[config.mk]
export PLATFORM = sky130hd
export DESIGN_NAME = linear_probe_hash_table_unit
export DESIGN_NICKNAME = d
export VERILOG_FILES = /design/src/rtl/lpht_pkg.sv /design/src/rtl/lpht_ram.sv /design/src/rtl/linear_probe_hash_table_unit.sv
export VERILOG_INCLUDE_DIRS = /design/src /design/src/rtl
export SDC_FILE = /design/constraint.sdc
export NUM_CORES = 2
export LEC_CHECK = 0
export BUFFER_PORTS_ARGS = -buffer_cell sky130_fd_sc_hd__clkbuf_2
export CAP_MARGIN = 25
export CORE_UTILIZATION = 52
export CTS_BUF_LIST = sky130_fd_sc_hd__clkbuf_8
export DETAILED_ROUTE_END_ITERATION = 8
export PLACE_DENSITY = 0.68
export SYNTH_ARGS = -nofsm -noshare
export SYNTH_HDL_FRONTEND = slang
export SYNTH_HIERARCHICAL = 1
export SYNTH_SLANG_ARGS = --single-unit
[constraint.sdc]
create_clock -name clock -period 19.5 [get_ports clock]
set_clock_uncertainty 0.1 [all_clocks]
set_input_delay 1.95 -clock clock [delete_from_list [all_inputs] [get_ports clock]]
set_output_delay 1.95 -clock clock [all_outputs]
set_load 0.03 [all_outputs]
[src/rtl/assert_macros.svh]
// Assertion helpers shared by the RTL.
`ifndef ASSERT_MACROS_SVH
`define ASSERT_MACROS_SVH

`ifndef SYNTH
`define ASSERT_IMPLIES(lbl, clk, rst, ante, cons, msg) \
lbl: assert property (@(posedge clk) disable iff (rst) (ante) |-> (cons)) else $error(msg);
`define ASSERT_NEXT(lbl, clk, rst, ante, cons, msg) \
lbl: assert property (@(posedge clk) disable iff (rst) (ante) |=> (cons)) else $error(msg);
`else
`define ASSERT_IMPLIES(lbl, clk, rst, ante, cons, msg)
`define ASSERT_NEXT(lbl, clk, rst, ante, cons, msg)
`endif

`endif

[src/rtl/lpht_pkg.sv]
package lpht_pkg;

   localparam int ID_W            = 31;
   localparam int PAY_W           = 64;
   localparam int SLOT_OUT_W      = 5;
   localparam int ID_MODULUS      = 1000;
   localparam int MOD_W           = $clog2(ID_MODULUS);
   localparam int HASH_SHIFT      = ID_W + MOD_W;
   localparam longint HASH_RECIP  = ((longint'(1) << HASH_SHIFT) + longint'(ID_MODULUS) - 1)
                                    / longint'(ID_MODULUS);
   localparam int TABLE_SLOTS_DEF = 17;
   localparam int REQ_DATA_W      = 160;
   localparam int RSP_DATA_W      = 168;
   localparam int RSP_PAD_W       = RSP_DATA_W - (SLOT_OUT_W + ID_W + 2 * PAY_W);

   typedef enum logic {
      ACT_INSERT,
      ACT_LOOKUP
   } action_type;

   typedef enum logic [1:0] {
      STS_INSERTED,
      STS_FULL,
      STS_FOUND,
      STS_NOT_FOUND
   } status_type;

   typedef enum logic [2:0] {
      S_CLEAR,
      S_IDLE,
      S_HASH_MUL,
      S_HASH_SUB,
      S_SLOT_MUL,
      S_SLOT_SUB,
      S_PROBE,
      S_DONE
   } state_type;

   typedef struct packed {
      logic              used;
      logic [ID_W-1:0]   key;
      logic [PAY_W-1:0]  name;
      logic [PAY_W-1:0]  course;
   } entry_type;

endpackage

[src/rtl/lpht_ram.sv]
module lpht_ram #(
   parameter int WIDTH = 8,
   parameter int DEPTH = 16
) (
   input  logic                     clock,
   input  logic                     wr_en,
   input  logic [$clog2(DEPTH)-1:0] wr_addr,
   input  logic [WIDTH-1:0]         wr_data,
   input  logic [$clog2(DEPTH)-1:0] rd_addr,
   output logic [WIDTH-1:0]         rd_data
);

   logic [WIDTH-1:0] mem_ff [DEPTH];
   logic [WIDTH-1:0] rd_data_ff;

   always_ff @(posedge clock) begin
      if (wr_en) begin
         mem_ff[wr_addr] <= wr_data;
      end
      rd_data_ff <= mem_ff[rd_addr];
   end

   assign rd_data = rd_data_ff;

endmodule

[src/rtl/linear_probe_hash_table_unit.sv]
// Sequence: an accepted item passes through HASH_MUL, HASH_SUB, SLOT_MUL and SLOT_SUB,
//   then PROBE for each probed slot (1..TABLE_SLOTS); the result is held until taken.
// A new item is taken only after the last result has been taken; the hash and slot
//   steps share one multiplier, and the table has one RAM read port.
// Reset: synchronous, clears control state, then a clearing pass over all TABLE_SLOTS
//   slots empties the table before the first item is taken.
`include "assert_macros.svh"

module linear_probe_hash_table_unit #(
   parameter int TABLE_SLOTS = lpht_pkg::TABLE_SLOTS_DEF
) (
   input  logic                            clock,
   input  logic                            reset,
   input  logic                            req_tvalid,
   output logic                            req_tready,
   input  logic                            req_tuser,   // action
   input  logic [lpht_pkg::REQ_DATA_W-1:0] req_tdata,   // student_id, name_chars, course_chars
   output logic                            rsp_tvalid,
   input  logic                            rsp_tready,
   output logic [1:0]                      rsp_tuser,   // status
   output logic [lpht_pkg::RSP_DATA_W-1:0] rsp_tdata    // slot_index, found_id, found_name,
                                                        // found_course
);

   localparam int SLOT_W     = (TABLE_SLOTS > 1) ? $clog2(TABLE_SLOTS) : 1;
   localparam int ID_W       = lpht_pkg::ID_W;
   localparam int PAY_W      = lpht_pkg::PAY_W;
   localparam int MOD_W      = lpht_pkg::MOD_W;
   localparam int ENTRY_W    = $bits(lpht_pkg::entry_type);
   localparam int MUL_W      = 32;
   localparam int PROD_W     = 2 * MUL_W;
   localparam int QUO_W      = ID_W - MOD_W + 1;
   localparam int HASH_SHIFT = lpht_pkg::HASH_SHIFT;
   localparam int SLOT_SHIFT = MOD_W + SLOT_W;
   localparam longint SLOT_RECIP = ((longint'(1) << SLOT_SHIFT) + longint'(TABLE_SLOTS) - 1)
                                   / longint'(TABLE_SLOTS);

   localparam logic [SLOT_W-1:0] LAST_SLOT    = SLOT_W'(TABLE_SLOTS - 1);
   localparam logic [MUL_W-1:0]  HASH_RECIP_C = MUL_W'(lpht_pkg::HASH_RECIP);
   localparam logic [MUL_W-1:0]  SLOT_RECIP_C = MUL_W'(SLOT_RECIP);
   localparam logic [MUL_W-1:0]  ID_MOD_C     = MUL_W'(lpht_pkg::ID_MODULUS);
   localparam logic [MUL_W-1:0]  SLOTS_C      = MUL_W'(TABLE_SLOTS);

   lpht_pkg::state_type  state_ff, state_in;
   lpht_pkg::action_type action_ff, action_in;
   logic [ID_W-1:0]      id_ff, id_in;
   logic [PAY_W-1:0]     name_ff, name_in;
   logic [PAY_W-1:0]     course_ff, course_in;
   logic [QUO_W-1:0]     quo_ff, quo_in;
   logic [MOD_W-1:0]     hash_ff, hash_in;
   logic [SLOT_W-1:0]    pos_ff, pos_in;
   logic [SLOT_W-1:0]    cnt_ff, cnt_in;

   lpht_pkg::status_type         res_status_ff, res_status_in;
   logic [lpht_pkg::SLOT_OUT_W-1:0] res_slot_ff, res_slot_in;
   logic [ID_W-1:0]              res_id_ff, res_id_in;
   logic [PAY_W-1:0]             res_name_ff, res_name_in;
   logic [PAY_W-1:0]             res_course_ff, res_course_in;

   logic                 ram_we;
   lpht_pkg::entry_type  ram_wdata;
   logic [ENTRY_W-1:0]   ram_rdata;
   lpht_pkg::entry_type  rd_entry;

   logic [MUL_W-1:0]     mul_a;
   logic [MUL_W-1:0]     mul_b;
   logic [PROD_W-1:0]    mul_p;
   logic [ID_W-1:0]      hash_diff;
   logic [MOD_W-1:0]     slot_diff;
   logic                 slot_free;
   logic                 key_hit;
   logic                 last_probe;
   logic                 probe_end;
   logic [SLOT_W-1:0]    pos_next;
   logic                 req_take;
   logic                 in_hash;
   logic                 in_probe;

   lpht_ram #(
      .WIDTH (ENTRY_W),
      .DEPTH (TABLE_SLOTS)
   ) u_table (
      .clock   (clock),
      .wr_en   (ram_we),
      .wr_addr (pos_ff),
      .wr_data (ram_wdata),
      .rd_addr (pos_in),
      .rd_data (ram_rdata)
   );

   assign rd_entry = lpht_pkg::entry_type'(ram_rdata);

   // shared multiplier: reciprocal step, then quotient times divisor for the remainder
   always_comb begin
      unique case (state_ff)
         lpht_pkg::S_HASH_SUB: begin
            mul_a = MUL_W'(quo_ff);
            mul_b = ID_MOD_C;
         end
         lpht_pkg::S_SLOT_MUL: begin
            mul_a = MUL_W'(hash_ff);
            mul_b = SLOT_RECIP_C;
         end
         lpht_pkg::S_SLOT_SUB: begin
            mul_a = MUL_W'(quo_ff);
            mul_b = SLOTS_C;
         end
         default: begin
            mul_a = MUL_W'(id_ff);
            mul_b = HASH_RECIP_C;
         end
      endcase
   end

   assign mul_p     = PROD_W'(mul_a) * PROD_W'(mul_b);
   assign hash_diff = id_ff - mul_p[ID_W-1:0];
   assign slot_diff = hash_ff - mul_p[MOD_W-1:0];

   assign slot_free  = !rd_entry.used;
   assign key_hit    = (rd_entry.key == id_ff);
   assign last_probe = (cnt_ff == LAST_SLOT);
   assign probe_end  = slot_free || (action_ff == lpht_pkg::ACT_LOOKUP && key_hit) || last_probe;
   assign pos_next   = (pos_ff == LAST_SLOT) ? '0 : SLOT_W'(pos_ff + 1'b1);

   always_comb begin
      state_in = state_ff;
      unique case (state_ff)
         lpht_pkg::S_CLEAR: begin
            if (pos_ff == LAST_SLOT) begin
               state_in = lpht_pkg::S_IDLE;
            end
         end
         lpht_pkg::S_IDLE: begin
            if (req_tvalid) begin
               state_in = lpht_pkg::S_HASH_MUL;
            end
         end
         lpht_pkg::S_HASH_MUL: begin
            state_in = lpht_pkg::S_HASH_SUB;
         end
         lpht_pkg::S_HASH_SUB: begin
            state_in = lpht_pkg::S_SLOT_MUL;
         end
         lpht_pkg::S_SLOT_MUL: begin
            state_in = lpht_pkg::S_SLOT_SUB;
         end
         lpht_pkg::S_SLOT_SUB: begin
            state_in = lpht_pkg::S_PROBE;
         end
         lpht_pkg::S_PROBE: begin
            if (probe_end) begin
               state_in = lpht_pkg::S_DONE;
            end
         end
         lpht_pkg::S_DONE: begin
            if (rsp_tready) begin
               state_in = lpht_pkg::S_IDLE;
            end
         end
         default: begin
            state_in = lpht_pkg::S_CLEAR;
         end
      endcase
   end

   always_comb begin
      action_in     = action_ff;
      id_in         = id_ff;
      name_in       = name_ff;
      course_in     = course_ff;
      quo_in        = quo_ff;
      hash_in       = hash_ff;
      pos_in        = pos_ff;
      cnt_in        = cnt_ff;
      res_status_in = res_status_ff;
      res_slot_in   = res_slot_ff;
      res_id_in     = res_id_ff;
      res_name_in   = res_name_ff;
      res_course_in = res_course_ff;
      ram_we        = 1'b0;
      ram_wdata     = '0;
      unique case (state_ff)
         lpht_pkg::S_CLEAR: begin
            ram_we = 1'b1;
            pos_in = pos_next;
         end
         lpht_pkg::S_IDLE: begin
            if (req_tvalid) begin
               action_in = lpht_pkg::action_type'(req_tuser);
               id_in     = req_tdata[ID_W-1:0];
               name_in   = req_tdata[ID_W +: PAY_W];
               course_in = req_tdata[ID_W+PAY_W +: PAY_W];
            end
         end
         lpht_pkg::S_HASH_MUL: begin
            quo_in = mul_p[HASH_SHIFT +: QUO_W];
         end
         lpht_pkg::S_HASH_SUB: begin
            hash_in = hash_diff[MOD_W-1:0];
         end
         lpht_pkg::S_SLOT_MUL: begin
            quo_in = mul_p[SLOT_SHIFT +: QUO_W];
         end
         lpht_pkg::S_SLOT_SUB: begin
            pos_in = slot_diff[SLOT_W-1:0];
            cnt_in = '0;
         end
         lpht_pkg::S_PROBE: begin
            priority if (slot_free) begin
               if (action_ff == lpht_pkg::ACT_INSERT) begin
                  ram_we           = 1'b1;
                  ram_wdata.used   = 1'b1;
                  ram_wdata.key    = id_ff;
                  ram_wdata.name   = name_ff;
                  ram_wdata.course = course_ff;
                  res_status_in    = lpht_pkg::STS_INSERTED;
                  res_slot_in      = lpht_pkg::SLOT_OUT_W'(pos_ff);
                  res_id_in        = id_ff;
                  res_name_in      = name_ff;
                  res_course_in    = course_ff;
               end else begin
                  res_status_in = lpht_pkg::STS_NOT_FOUND;
                  res_slot_in   = '0;
                  res_id_in     = '0;
                  res_name_in   = '0;
                  res_course_in = '0;
               end
            end else if (action_ff == lpht_pkg::ACT_LOOKUP && key_hit) begin
               res_status_in = lpht_pkg::STS_FOUND;
               res_slot_in   = lpht_pkg::SLOT_OUT_W'(pos_ff);
               res_id_in     = rd_entry.key;
               res_name_in   = rd_entry.name;
               res_course_in = rd_entry.course;
            end else if (last_probe) begin
               res_status_in = (action_ff == lpht_pkg::ACT_INSERT) ? lpht_pkg::STS_FULL
                                                                   : lpht_pkg::STS_NOT_FOUND;
               res_slot_in   = '0;
               res_id_in     = '0;
               res_name_in   = '0;
               res_course_in = '0;
            end else begin
               pos_in = pos_next;
               cnt_in = SLOT_W'(cnt_ff + 1'b1);
            end
         end
         lpht_pkg::S_DONE: begin
         end
         default: begin
         end
      endcase
   end

   always_ff @(posedge clock) begin
      if (reset) begin
         state_ff <= lpht_pkg::S_CLEAR;
         pos_ff   <= '0;
         cnt_ff   <= '0;
      end else begin
         state_ff <= state_in;
         pos_ff   <= pos_in;
         cnt_ff   <= cnt_in;
      end
   end

   always_ff @(posedge clock) begin
      action_ff     <= action_in;
      id_ff         <= id_in;
      name_ff       <= name_in;
      course_ff     <= course_in;
      quo_ff        <= quo_in;
      hash_ff       <= hash_in;
      res_status_ff <= res_status_in;
      res_slot_ff   <= res_slot_in;
      res_id_ff     <= res_id_in;
      res_name_ff   <= res_name_in;
      res_course_ff <= res_course_in;
   end

   assign req_tready = (state_ff == lpht_pkg::S_IDLE);
   assign rsp_tvalid = (state_ff == lpht_pkg::S_DONE);
   assign rsp_tuser  = res_status_ff;
   assign rsp_tdata  = {{lpht_pkg::RSP_PAD_W{1'b0}}, res_course_ff, res_name_ff,
                        res_id_ff, res_slot_ff};

   assign req_take = req_tvalid && req_tready;
   assign in_hash  = (state_ff == lpht_pkg::S_HASH_MUL);
   assign in_probe = (state_ff == lpht_pkg::S_PROBE);

   `ASSERT_NEXT(a_take_hash, clock, reset, req_take, in_hash, "hash did not start")
   `ASSERT_IMPLIES(a_write_free, clock, reset, ram_we && in_probe, slot_free, "write to used slot")
   `ASSERT_IMPLIES(a_probe_pass, clock, reset, in_probe, cnt_ff <= LAST_SLOT, "probe past one pass")

endmodule

After elaboration in Yosys (flattened, before gate mapping). Memory sizes are Yosys's and may differ from the RTL's. A register that Yosys moved wholly into a read port is not among the register bits. Index checks and enable logic that the tools add are counted. W data, S select, Z words.

Register bits: 371. Bits in writable memories: 2720. Input bits: 165. Output and inout bits: 172. Memories kept: 1.

$add $sub $neg: 4. Multiply operators: 1. Eq/ne operators: 18. Mux-type cells: 45. Reduce and logical (&&, ||, !) cells: 12.

Memories: u_table.mem_ff (words 17, width 160, read ports 1, clocked after Yosys merged registers in 1, wr ports 1, line lpht_ram.sv:13) `logic [WIDTH-1:0] mem_ff [DEPTH];`.

Operators by type and width (count): $mux W160 (3); $mux W64 (7); $mux W31 (4); $pmux W32 S3 (1); $mul A31 B32 Y63 (1); $pmux W31 S2 (1); $mux W5 (11); $pmux W22 S2 (1); $eq A31 B31 Y1 (1); $pmux W3 S8 (1); $pmux W5 S3 (1); $eq A3 B3 Y1 const B (4); $mux W3 (4); $add A5 B1 Y5 const B (2); $eq A5 B5 Y1 const B (2); $mux W2 (5); $ne A2 B2 Y1 const B (5); $pmux W5 S2 (1); $sub A10 B10 Y10 (1); $reduce_and A4 Y1 (2); $eq A3 B2 Y1 const B (2); $sub A5 B5 Y5 (1); $mux W1 (4); $ne A2 B1 Y1 const B (2); other kinds (10) (13).

Logic depth before layout (Yosys ltp).
Word-level depth: 6. Gate-level depth with buffers: 34. Depth with buffers taken out: 33.

Cells and area by module. The synthesis kept the hierarchy.

By module, submodules not included: lpht_ram (instances 1, cells each 4826, area an instance 106151.8 µm², seq. area each 84881.4 µm²); linear_probe_hash_table_unit (instances 1, cells each 3141, area an instance 34705.8 µm², seq. area each 11010.6 µm²).

Worst setup path before layout. No wires, ideal clock.

Kind: register to register. Start point: register action_ff. End point: memory u_table/mem_ff[8][0] (netlist name), enable pin. Library setup time: 0.909 ns. Arrival: 13.533 ns. Setup slack: 4.958 ns. Cell stages (with the launch flop): 9. Period minus slack after synthesis: 14.542 ns. Cells stage by stage: edfxtp_1 nor2_1 clkbuf_1 clkbuf_1 a21oi_1 nor2_1 nor2b_1 nand2_1 nor3b_1.

Word-level cells in the longest chain between the ends: 5.

Ends and longest elaborated chain: start: declaration (line linear_probe_hash_table_unit.sv:45) `lpht_pkg::action_type action_ff, action_in;`; start signal: assignment (line linear_probe_hash_table_unit.sv:266) `action_ff <= action_in;`; $mux W1 (line linear_probe_hash_table_unit.sv:210) `if (action_ff == lpht_pkg::ACT_INSERT) begin`; $mux W1 (line linear_probe_hash_table_unit.sv:209) `priority if (slot_free) begin`; $pmux W1 S2 (line linear_probe_hash_table_unit.sv:182) `unique case (state_ff)`; net ram_we (line linear_probe_hash_table_unit.sv:60) `logic ram_we;`; $mux W1 (line lpht_ram.sv:17) `if (wr_en) begin`; $mux W1 (not written as such) (line lpht_ram.sv:18) `mem_ff[wr_addr] <= wr_data;`; end: declaration (line lpht_ram.sv:13).

The timed path passes the listed nets, and every way through them passes these cells.

Worst setup path in the final report.
Start point: register state_ff[0]. End point: register quo_ff[16] (data pin).

Word-level cells in the longest chain between the ends: 5.

Ends and longest elaborated chain: start: declaration (line linear_probe_hash_table_unit.sv:44) `lpht_pkg::state_type state_ff, state_in;`; start signal: assignment (line linear_probe_hash_table_unit.sv:255) `state_ff <= lpht_pkg::S_CLEAR;`; start signal: assignment (line linear_probe_hash_table_unit.sv:259) `state_ff <= state_in;`; $eq A3 B3 Y1 / $eq A3 B2 Y1 (equally long branches) (line linear_probe_hash_table_unit.sv:95) `unique case (state_ff)`; $reduce_or A2 Y1 (no source line); $pmux W31 S2 (line linear_probe_hash_table_unit.sv:95); $mul A31 B32 Y63 (line linear_probe_hash_table_unit.sv:115) `assign mul_p = PROD_W'(mul_a) * PROD_W'(mul_b);`; $pmux W22 S2 (*) (line linear_probe_hash_table_unit.sv:182); net quo_in[16] (line linear_probe_hash_table_unit.sv:49) `logic [QUO_W-1:0] quo_ff, quo_in;`; end signal: assignment (line linear_probe_hash_table_unit.sv:270) `quo_ff <= quo_in;`; end: declaration (line linear_probe_hash_table_unit.sv:49).

The timed path passes the listed nets; every way through them passes the cells marked *. A chain may end at the register's enable or synchronous reset.

==> flow_metrics.py <==
metrics = {
    "global_routing": {
        "grt_pass1_wl_um": 521000,
        "grt_usage_pct": 26.3,
        "grt_max_degree": 126,
        "grt_pass1_vias": 77897,
        "antenna_found_initial": 19,
        "grt.overflow.total": 0,
    },
    "clock_network": {
        "clock_latency_ns": 1.13,
        "htreeDepth": 6,
        "cts_buffer_depth": 4,
        "path_clk_slew_ns": 0.07,
        "cts_buffers": 529,
        "ctsHoldBuffers": 0,
        "cts-resized-gates": 0,
        "cts_setup_buffers": 0,
        "cts_tree": "yes",
        "clkSinkCount": 3251,
        "cts_root_buf": "clkbuf_8",
    },
    "routing": {
        "drt-total-wl_um": 359000,
        "dr.pass1.iters": 6,
        "drc": 0,
        "viasPerCell": 6.01,
        "final_antenna_net_count": 0,
        "post_drt_wl_per_cell_um": 28.5,
        "vias": 75700,
        "first_iter_violations": 7649,
    },
    "critical_path": {
        "crit_cells": 30,
        "required_ns": 20.21,
        "path_class": "flop to flop",
        "cp-start-kind": "flop",
        "crit_path_top_delay_cell": "dfxtp_1",
        "rr_worst_depth": 30,
        "worstPathMaxFanout": 21,
        "crit_path_start": "state_ff[0]$_SDFFE_PP0P_",
        "reg2reg_from": "state_ff[0]$_SDFFE_PP0P_",
        "path_delay_family": "adder cells",
        "arrival_ns": 11.27,
        "r2r_end": "quo_ff[16]$_DFFE_PP_",
        "crit_end": "quo_ff[16]$_DFFE_PP_",
        "cp_num_buf_inv": 3,
        "setup.worst_path.end_class": "flop",
        "rrSetupSlack_ns": 8.94,
        "slowest_delay_ns": 0.89,
        "crit_top_cell": "fa_1",
    },
    "run_status": {
        "status": "completed",
    },
    "logic_synthesis": {
        "ys_seq_area_share_pct": 68.1,
        "netlist_instances": 7967,
        "yosys_warnings": 6,
        "synth_edf_count": 3078,
        "netlist_area_mm2": 0.141,
        "synth_cell_types": 79,
        "synth-seq-cells": 3251,
        "avgSynthCellArea_um2": 17.7,
        "synthFlopType": "edfxtp_1",
        "synthArstFlopShare_pct": 0,
    },
    "timing": {
        "layout_worst_path_cycle_share_pct": 54.1,
        "finalHoldViolations": 0,
        "setup_viol": 0,
        "finalWorstSetupSlack_ns": 8.94,
        "rsz0062_at_grt": "no",
        "worst_slew_pin_slew_ns": 1.18,
        "setup-tns-final_ns": 0,
        "slew_headroom_pct": 21.0,
        "min_period_ns": 10.56,
        "final_max_slew_viol_count": 0,
        "fmax_ghz": 0.0947,
    },
    "worst_hold_path": {
        "min_path_type": "flop to flop",
    },
    "die": {
        "num_rows": 190,
        "core_mm2": 0.269,
        "initial_utilization_pct": 52.4,
        "die_width_um": 522,
        "die_y_um": 522,
        "dieArea_mm2": 0.273,
        "io_pins": 337,
    },
    "run": {
        "cap_violations": 0,
    },
    "place": {
        "dp.final_hpwl_um": 201000,
        "dpl_cell_area_mm2": 0.147,
        "io_buffers": 331,
        "preCtsSetupSlack_ns": 9.10,
        "gp_congestion": 0.931,
    },
    "layout": {
        "final_core_util_pct": 58.4,
        "final_nets": 9563,
        "layout-drive-gt1-share_pct": 18.4,
        "layout-area-overhead-vs-synth_pct": 11.3,
        "fin_area_mm2": 0.157,
    },
}
-- Yosys cell counts, types with 173 or more instances --
cell type     n  area share [%]
a21oi_1     234            0.83
a22o_1      177             1.1
and2_1      223            0.99
clkbuf_1    209            0.56
dfxtp_1     173             2.5
edfxtp_1   3078              66
fa_1        401             5.7
ha_1        401             3.6
inv_1       603             1.6
mux2i_1     589             4.2
mux4_2      428             6.8
o22ai_1     212            0.94
-- metrics by stage --
stage / hold WS (ns) / std cells
floorplan: 0.323 / 8005
global placement: 0.329 / 11609
detailed placement: 0.331 / 11615
CTS: 0.335 / 12577
global route: 0.345 / 12586
finish: 0.332 / 12593
-- layout make-up --
cell class,instances,area [um^2]
antenna,14,35.0
clock buffer,588,8090
clock inverter,374,1990
fill,20186,112000
inverter,604,2270
multi-input combinational,3739,41000
sequential,3251,95900
tap,3552,4440
timing repair buffer,471,2990
-- worst min-delay path by stage --
stage                                        end  slack, ns                         startpoint  depth (start not counted)
global placement     u_table/rd_data[73]$_DFF_P_       0.33   u_table/mem_ff[16][73]$_DFFE_PP_                          1
finish                u_table/rd_data[3]$_DFF_P_       0.33    u_table/mem_ff[16][3]$_DFFE_PP_                          1
global route          u_table/rd_data[3]$_DFF_P_       0.34    u_table/mem_ff[16][3]$_DFFE_PP_                          1
detailed placement    u_table/rd_data[3]$_DFF_P_       0.33    u_table/mem_ff[16][3]$_DFFE_PP_                          1
floorplan           u_table/rd_data[101]$_DFF_P_       0.32  u_table/mem_ff[16][101]$_DFFE_PP_                          1
CTS                   u_table/rd_data[3]$_DFF_P_       0.33    u_table/mem_ff[16][3]$_DFFE_PP_                          1
-- cells by family after synthesis --
family | share of synthesized area [%]
buffers and inverters | 3.09
DFF | 68.1
other | 0.00533
muxes | 11.0
AOI/OAI and AO/OA | 5.28
xor gates and xnor gates | 0.535
and+or+nand+nor | 2.71
adders and majority gates | 9.26
-- flip-flops by register name, summed over array words and instances, names as in the netlist, 10 cells and up --
register,flops
u_table/mem_ff,2720
u_table/rd_data,160
course_ff,64
name_ff,64
res_course_ff,64
res_name_ff,64
id_ff,31
res_id_ff,31
quo_ff,22
hash_ff,10
-- cells in the final DEF, fill, tap and decap left out, types with 27 or more instances in the layout --
| cell type | Yosys | final |
|---|---|---|
| mux4_2 | 428 | 428 |
| buf_4 | 80 | 118 |
| a22o_1 | 177 | 177 |
| conb_1 | 2 | 40 |
| o221ai_1 | 40 | 40 |
| ha_1 | 401 | 401 |
| clkbuf_2 | 0 | 331 |
| nor2_1 | 136 | 117 |
| a21o_1 | 105 | 105 |
| xor2_1 | 27 | 27 |
| edfxtp_1 | 3078 | 3078 |
| clkbuf_8 | 0 | 588 |
| nand2_1 | 171 | 168 |
| o32ai_1 | 89 | 88 |
| clkinv_1 | 0 | 53 |
| fa_1 | 401 | 401 |
| nand3_1 | 30 | 28 |
| inv_1 | 603 | 829 |
| o21ai_0 | 48 | 48 |
| mux2i_1 | 589 | 589 |
| a221oi_1 | 28 | 28 |
| a21oi_1 | 234 | 233 |
| o22ai_1 | 212 | 212 |
| nor3_1 | 30 | 27 |
| dfxtp_1 | 173 | 171 |
| xnor2_1 | 59 | 59 |
| and2_1 | 223 | 222 |
| clkinv_2 | 0 | 31 |
-- per-layer routing --
layer	vias up	global-route usage (%)	wire, um
met5	-	0	24
met4	4	8.75	11200
met3	580	3.93	27900
met2	3275	43.3	176000
met1	39646	36.0	144000
li1	32195	-	-
Power is not shown: default switching activity piles up to over one toggle a cycle in this logic, so the estimate is an artifact.
